<file path="src/design/rdq_pkg.sv">
package rdq_pkg;

   localparam int DefQueueDepth = 16;
   localparam int DefArgBits    = 32;

   localparam int CODE_BITS    = 8;
   localparam int IN_ARG_BITS  = 32;
   localparam int OUT_ARG_BITS = 32;

   // code returned by a take from an empty queue ('q')
   localparam logic [CODE_BITS-1:0] CODE_EMPTY = 8'd113;

   typedef enum logic [1:0] {
      FUNC_APPEND = 2'd0,
      FUNC_PUSH   = 2'd1,
      FUNC_TAKE   = 2'd2,
      FUNC_CLEAR  = 2'd3
   } func_type;

   typedef enum logic [1:0] {
      STATUS_OK    = 2'd0,
      STATUS_EMPTY = 2'd1,
      STATUS_FULL  = 2'd2
   } status_type;

endpackage

</file>
<file path="src/design/ring_deque_instruction_queue.sv">
// channel  dir  tdata (low bit up)                        tuser
// req_     in   in_code[7:0] in_arg[39:8]                 func[1:0]
// rsp_     out  out_code[7:0] out_arg[39:8] now_empty[40]  status[1:0]
//
// one transaction accepted per cycle while req_tready is high; its result
// passes through the first stage (state update and entry read), then the
// result register, and is valid once held in the result register
// the latency is set by the registered read port of the entry memory
// reset clears pointers to depth minus one, sets the empty flag and drops
// both pipeline stages; entry memory is not cleared
// a stalled result holds; the input side keeps accepting while a slot is free
module ring_deque_instruction_queue import rdq_pkg::*; #(
   parameter int QUEUE_DEPTH = DefQueueDepth,
   parameter int ARG_BITS    = DefArgBits
) (
   input  logic        clock,
   input  logic        reset,
   input  logic        req_tvalid,
   output logic        req_tready,
   input  logic [39:0] req_tdata,   // in_code[7:0], in_arg[39:8]
   input  logic [1:0]  req_tuser,   // func[1:0]
   output logic        rsp_tvalid,
   input  logic        rsp_tready,
   output logic [47:0] rsp_tdata,   // out_code[7:0], out_arg[39:8], now_empty[40], zero
   output logic [1:0]  rsp_tuser    // status[1:0]
);

   localparam int IDX_W    = $clog2(QUEUE_DEPTH);
   localparam int ARG_KEEP = (ARG_BITS < IN_ARG_BITS) ? ARG_BITS : IN_ARG_BITS;
   localparam int DATA_W   = CODE_BITS + ARG_KEEP;
   localparam logic [IDX_W-1:0] IDX_LAST = IDX_W'(QUEUE_DEPTH - 1);

   function automatic logic [IDX_W-1:0] idx_down(input logic [IDX_W-1:0] i);
      return (i == '0) ? IDX_LAST : i - 1'b1;
   endfunction

   function automatic logic [IDX_W-1:0] idx_up(input logic [IDX_W-1:0] i);
      return (i == IDX_LAST) ? '0 : i + 1'b1;
   endfunction

   // queue state
   logic [IDX_W-1:0] front_ff, front_in;
   logic [IDX_W-1:0] back_ff, back_in;
   logic             empty_ff, empty_in;

   // first stage: decision made, entry read in flight
   logic       s1_valid_ff;
   status_type s1_status_ff, s1_status_in;
   logic       s1_take_ff, s1_take_in;
   logic       s1_empty_ff;

   // result register
   logic                    out_valid_ff;
   status_type              out_status_ff;
   logic [CODE_BITS-1:0]    out_code_ff;
   logic [OUT_ARG_BITS-1:0] out_arg_ff;
   logic                    out_empty_ff;

   func_type             req_func;
   logic [CODE_BITS-1:0] req_code;
   logic [ARG_KEEP-1:0]  req_arg;
   logic                 req_accept;
   logic                 out_free;
   logic                 s1_move;
   logic                 full;
   logic                 wr_en;
   logic [IDX_W-1:0]     wr_addr;
   logic [DATA_W-1:0]    rd_data;
   logic [ARG_KEEP-1:0]  rd_arg;

   assign req_func = func_type'(req_tuser);
   assign req_code = req_tdata[CODE_BITS-1:0];
   assign req_arg  = req_tdata[CODE_BITS +: ARG_KEEP];

   assign out_free   = !out_valid_ff || rsp_tready;
   assign s1_move    = s1_valid_ff && out_free;
   assign req_tready = !s1_valid_ff || out_free;
   assign req_accept = req_tvalid && req_tready;

   assign full = !empty_ff && (front_ff == back_ff);

   always_comb begin
      front_in     = front_ff;
      back_in      = back_ff;
      empty_in     = empty_ff;
      s1_status_in = STATUS_OK;
      s1_take_in   = 1'b0;
      wr_en        = 1'b0;
      wr_addr      = back_ff;
      unique case (req_func)
         FUNC_APPEND: begin
            if (full) begin
               s1_status_in = STATUS_FULL;
            end else begin
               wr_en    = req_accept;
               wr_addr  = back_ff;
               back_in  = idx_down(back_ff);
               empty_in = 1'b0;
            end
         end
         FUNC_PUSH: begin
            if (full) begin
               s1_status_in = STATUS_FULL;
            end else begin
               wr_en    = req_accept;
               wr_addr  = idx_up(front_ff);
               front_in = idx_up(front_ff);
               empty_in = 1'b0;
            end
         end
         FUNC_TAKE: begin
            if (empty_ff) begin
               s1_status_in = STATUS_EMPTY;
            end else begin
               s1_take_in = 1'b1;
               front_in   = idx_down(front_ff);
               empty_in   = (idx_down(front_ff) == back_ff);
            end
         end
         FUNC_CLEAR: begin
            front_in = IDX_LAST;
            back_in  = IDX_LAST;
            empty_in = 1'b1;
         end
         default: begin
            front_in = front_ff;
         end
      endcase
   end

   rdq_store #(
      .DEPTH  (QUEUE_DEPTH),
      .DATA_W (DATA_W)
   ) u_store (
      .clock   (clock),
      .wr_en   (wr_en),
      .wr_addr (wr_addr),
      .wr_data ({req_arg, req_code}),
      .rd_en   (req_accept),
      .rd_addr (front_ff),
      .rd_data (rd_data)
   );

   assign rd_arg = rd_data[CODE_BITS +: ARG_KEEP];

   always_ff @(posedge clock) begin
      if (reset) begin
         front_ff    <= IDX_LAST;
         back_ff     <= IDX_LAST;
         empty_ff    <= 1'b1;
         s1_valid_ff <= 1'b0;
      end else begin
         if (req_accept) begin
            front_ff <= front_in;
            back_ff  <= back_in;
            empty_ff <= empty_in;
         end
         if (req_accept) begin
            s1_valid_ff <= 1'b1;
         end else if (s1_move) begin
            s1_valid_ff <= 1'b0;
         end
      end
   end

   always_ff @(posedge clock) begin
      if (req_accept) begin
         s1_status_ff <= s1_status_in;
         s1_take_ff   <= s1_take_in;
         s1_empty_ff  <= empty_in;
      end
   end

   always_ff @(posedge clock) begin
      if (reset) begin
         out_valid_ff <= 1'b0;
      end else if (out_free) begin
         out_valid_ff <= s1_valid_ff;
      end
   end

   always_ff @(posedge clock) begin
      if (s1_move) begin
         out_status_ff <= s1_status_ff;
         out_empty_ff  <= s1_empty_ff;
         if (s1_take_ff) begin
            out_code_ff <= rd_data[CODE_BITS-1:0];
            out_arg_ff  <= OUT_ARG_BITS'(rd_arg);
         end else begin
            out_code_ff <= (s1_status_ff == STATUS_EMPTY) ? CODE_EMPTY : '0;
            out_arg_ff  <= '0;
         end
      end
   end

   assign rsp_tvalid = out_valid_ff;
   assign rsp_tdata  = {7'd0, out_empty_ff, out_arg_ff, out_code_ff};
   assign rsp_tuser  = out_status_ff;

   // equal pointers with the empty flag set is the only empty encoding
   a_empty_ptrs: assert property (@(posedge clock) disable iff (reset)
      empty_ff |-> (front_ff == back_ff))
      else $error("empty flag set with unequal pointers");

   // a clear leaves both pointers at the last slot and reports empty
   a_clear: assert property (@(posedge clock) disable iff (reset)
      (req_accept && req_func == FUNC_CLEAR) |=>
         (front_ff == IDX_LAST && back_ff == IDX_LAST && s1_valid_ff && s1_empty_ff))
      else $error("clear did not reset the queue");

   // a take from an empty queue returns the empty code and no argument
   a_empty_take: assert property (@(posedge clock) disable iff (reset)
      (rsp_tvalid && rsp_tuser == STATUS_EMPTY) |->
         (out_code_ff == CODE_EMPTY && out_arg_ff == '0 && out_empty_ff))
      else $error("bad result for take from empty queue");

   // a dropped push or append never touches the entry memory
   a_full_drop: assert property (@(posedge clock) disable iff (reset)
      (req_accept && full && (req_func == FUNC_APPEND || req_func == FUNC_PUSH)) |->
         !wr_en)
      else $error("write issued on a full queue");

endmodule

</file>
<file path="src/design/rdq_store.sv">
module rdq_store import rdq_pkg::*; #(
   parameter int DEPTH  = DefQueueDepth,
   parameter int DATA_W = CODE_BITS + DefArgBits
) (
   input  logic                     clock,
   input  logic                     wr_en,
   input  logic [$clog2(DEPTH)-1:0] wr_addr,
   input  logic [DATA_W-1:0]        wr_data,
   input  logic                     rd_en,
   input  logic [$clog2(DEPTH)-1:0] rd_addr,
   output logic [DATA_W-1:0]        rd_data
);

   logic [DATA_W-1:0] mem_ff [DEPTH];
   logic [DATA_W-1:0] rd_data_ff;

   always_ff @(posedge clock) begin
      if (wr_en) begin
         mem_ff[wr_addr] <= wr_data;
      end
   end

   // read returns contents from before any write at the same edge
   always_ff @(posedge clock) begin
      if (rd_en) begin
         rd_data_ff <= mem_ff[rd_addr];
      end
   end

   assign rd_data = rd_data_ff;

endmodule
</file>
<file path="config.mk">
export PLATFORM = sky130hd
export DESIGN_NAME = ring_deque_instruction_queue
export DESIGN_NICKNAME = d
export VERILOG_FILES = /design/src/design/rdq_pkg.sv /design/src/design/ring_deque_instruction_queue.sv /design/src/design/rdq_store.sv
export SDC_FILE = /design/constraint.sdc
export NUM_CORES = 1
export LEC_CHECK = 0
export ABC_AREA = 1
export BUFFER_PORTS_ARGS = -buffer_cell sky130_fd_sc_hd__buf_2
export CAP_MARGIN = 20
export CORE_ASPECT_RATIO = 0.9
export CORE_MARGIN = 4
export CORE_UTILIZATION = 55
export DETAILED_ROUTE_END_ITERATION = 7
export GPL_TIMING_DRIVEN = 0
export PLACE_DENSITY_LB_ADDON = 0.1
export RECOVER_POWER = 25
export SLEW_MARGIN = 10
export SYNTH_ARGS = -nofsm -noshare
export SYNTH_HDL_FRONTEND = slang
export SYNTH_HIERARCHICAL = 1
export SYNTH_SLANG_ARGS = --single-unit
</file>
<file path="constraint.sdc">
create_clock -name clock -period 4.9 [get_ports clock]
set_input_delay 0.735 -clock clock [delete_from_list [all_inputs] [get_ports clock]]
set_output_delay 0.735 -clock clock [all_outputs]
set_load 0.005 [all_outputs]
</file>
==> impl_metrics.env <==
export IMPL_synth_edff_count=727
export IMPL_fmax_mhz=306.1
export IMPL_io_buffers=90
export IMPL_maxSlewHeadroom_pct=22.13
export IMPL_nets=3177
export IMPL_fillers=4323
export IMPL_dp_hpwl_um=54090
export IMPL_grt_pass1_wl_um=122600
export IMPL_dr_total_vias=21360
export IMPL_ys_types=35
export IMPL_period_needed_ps=3267
export IMPL_postSynthAreaPerCell_um2=10.73
export IMPL_yosysMostFrequentCell="nand2_1"
export IMPL_io_pins=98
export IMPL_power_density_nw_per_um2=401.3
export IMPL_finalWorstSetupSlack_ps=1633
export IMPL_routed_via_density=5.421
export IMPL_cp_cell_sequence="inv_2 -> o21ai_2 -> nor2_2 -> nand3_2 -> nand2_4 -> nor2_8 -> nand2_1 -> o21a_1 -> nand3b_1 -> nor2_4 -> buf_12"
export IMPL_gp_congestion=0.8718
export IMPL_die_x_um=260.2
export IMPL_max_stage_delay_ps=800
export IMPL_clkSinkCount=738
export IMPL_cts_inserted_buffers=74
export IMPL_start_kind="flip-flop"
export IMPL_rsz0062_at_grt="no"
export IMPL_totalPowerFinal_uw=14380
export IMPL_drt_pass1_iter_count=6
export IMPL_drc=0
export IMPL_worst_setup_path_type="flip-flop to flip-flop"
export IMPL_synthCells=2935
export IMPL_die_h_um=235.0
export IMPL_async_flop_share_pct=0
export IMPL_avgRoutedWirePerCell_um=21.23
export IMPL_critPathBufInv=2
export IMPL_cp_max_fo=22
export IMPL_clk_path_buf_depth=3
export IMPL_final_cells=3940
export IMPL_routed_wl_um=83660
export IMPL_ys_top_cells_by_count="928 x nand2_1, 727 x edfxtp_1, 530 x inv_1"
export IMPL_core_um2=56120
export IMPL_finClkSkew_ps=19.27
export IMPL_dr_first_iter_drc_count=2400
export IMPL_synth_area_leaders="edfxtp_1 69%, nand2_1 11%, nand3_1 8.1%"
export IMPL_postCtsSetupRepairBufs=0
export IMPL_arrival_ps=3570
export IMPL_startpoint="front_ff[0]"
export IMPL_clkTransAtPathRegs_ps=60
export IMPL_cts_hold_buf=0
export IMPL_grt_overflow=0
export IMPL_required_ps=5200
export IMPL_synth_main_ff_cell="edfxtp_1"
export IMPL_outcome="completed"
export IMPL_worst_slew_pin_slew_ps=1168
export IMPL_cts_htree_levels=3
export IMPL_rows=82
export IMPL_die_area_um2=61150
export IMPL_peakVddDrop_uv=318.4
export IMPL_drv_cap=0
export IMPL_synth_top_area_share_pct=69.33
export IMPL_dp_slack_ps=1506
export IMPL_hold_viol=0
export IMPL_final_setup_tns_ps=0
export IMPL_synth_area_um2=31490
export IMPL_synth_seq_cells=738
export IMPL_setup_viol=0
export IMPL_insertion_delay_ps=620
export IMPL_slew_violations=0
export IMPL_ctsResizeCount=0
export IMPL_grt_max_degree=27
export IMPL_hp_class="input port to flip-flop"
export IMPL_hold_worst_slack_ps=328.7
export IMPL_grt_pass1_vias=19830
export IMPL_place_inst=3807
export IMPL_cts_tree="built"
export IMPL_cts_root_buf="clkbuf_16"
export IMPL_ant_nets=0
export IMPL_antenna_found_initial=0
export IMPL_yosysWarningCount=6
export IMPL_antenna_cells=0
export IMPL_start_util_pct=56.10
export IMPL_r2r_start="front_ff[0]"
export IMPL_fin_crit_sh_pct=66.67
export IMPL_yosys_area_top_type="edfxtp_1"
export IMPL_critical_path_top_delay_family="simple AND/OR/NAND/NOR gates"
export IMPL_synthToLayoutAreaGrowth_pct=13.82
export IMPL_slowest_stage="nor2_4"
export IMPL_hp_start="reset"
export IMPL_seq_area_frac_synth_pct=70.03
export IMPL_worstSetupEndpointType="flip-flop"
export IMPL_p_leak_uw=0.01537
export IMPL_grtUsageTotal_pct=27.01
export IMPL_drive_gt1_share_pct=10.77
flip-flops by register name (all words and copies together) (netlist names), 2 cells and up:
register / flops
back_ff: 4
front_ff: 4
rsp_tuser: 2
u_store/rd_data: 40
out_arg_ff: 32
s1_status_ff: 2
out_code_ff: 8
u_store/mem_ff: 640
worst reg2reg max path, cell delays in order, from the launching register on:
cell	delay (ps)
dfxtp_1	530
inv_2	120
o21ai_2	140
nor2_2	70
nand3_2	100
nand2_4	80
nor2_8	140
nand2_1	70
o21a_1	160
nand3b_1	420
nor2_4	800
buf_12	280
report_power, final:
| group | internal [uW] | switching (uW) | leakage, uW |
|---|---|---|---|
| Combinational | 418 | 1110 | 0.00748 |
| Sequential | 7140 | 56.8 | 0.00670 |
| Clock | 3360 | 2310 | 0.00120 |
| Total | 10900 | 3470 | 0.0154 |
final timing paths:
kind / cells past startpoint / slack, ps / endpoint
max: 11 / 1630 / u_store/mem_ff[6][13]
min: 2 / 330 / s1_valid_ff
max reg2reg: 11 / 1630 / u_store/mem_ff[6][13]
min reg2reg: 0 / 420 / out_empty_ff
per-stage QoR:
step / instance area (um2) / util [%]
global placement: 32910 / 58.63
CTS: 35870 / 63.92
detailed placement: 33440 / 59.59
global route: 35840 / 63.86
floorplan: 31510 / -
finish: 35840 / 63.86
layer usage:
metal  wire length (um)  share of wire (%)  global-route usage, %  vias to the layer above
li1                   -                  -                      -                     9895
met3               8098                9.7                  4.673                      184
met4               2916                3.5                  9.497                        0
met5                  0                  0                      0                        -
met1              33730                 40                  38.24                    10220
met2              38910                 47                  42.73                     1057
cells in the final DEF, fill, tap and decap left out, types with 11 or more instances in the layout:
cell / count
nand2_1: 928
edfxtp_1: 727
inv_1: 530
nand3_1: 509
buf_2: 127
clkbuf_16: 79
clkbuf_1: 61
buf_4: 23
buf_6: 23
buf_12: 19
buf_1: 16
nor2_4: 16
clkinv_2: 15
clkinv_1: 12
dfxtp_1: 11
kinds of logic (layout without fill, tap and decap cells):
group	after synthesis	count (layout)	synth area share, %
and+or+nand+nor	1484	1484	20.03
DFF	738	738	70.03
buffers and inverters	689	932	9.346
AOI/OAI and AO/OA	13	13	0.2543
xor gates and xnor gates	6	6	0.1669
adders and majority gates	4	4	0.1590
other	1	7	0.01191
area by class of cell:
class	instances	area, um2	share of cell area, %
Timing Repair Buffer	110	825.8	2.304
Buffer	146	897.1	2.503
Sequential cell	738	22050	61.53
Multi-Input combinational cell	1514	6646	18.54
Clock buffer	94	2033	5.673
Tap cell	756	945.9	2.639
Inverter	543	2046	5.708
Clock inverter	39	394.1	1.100
(Power assumes the default switching activity.)
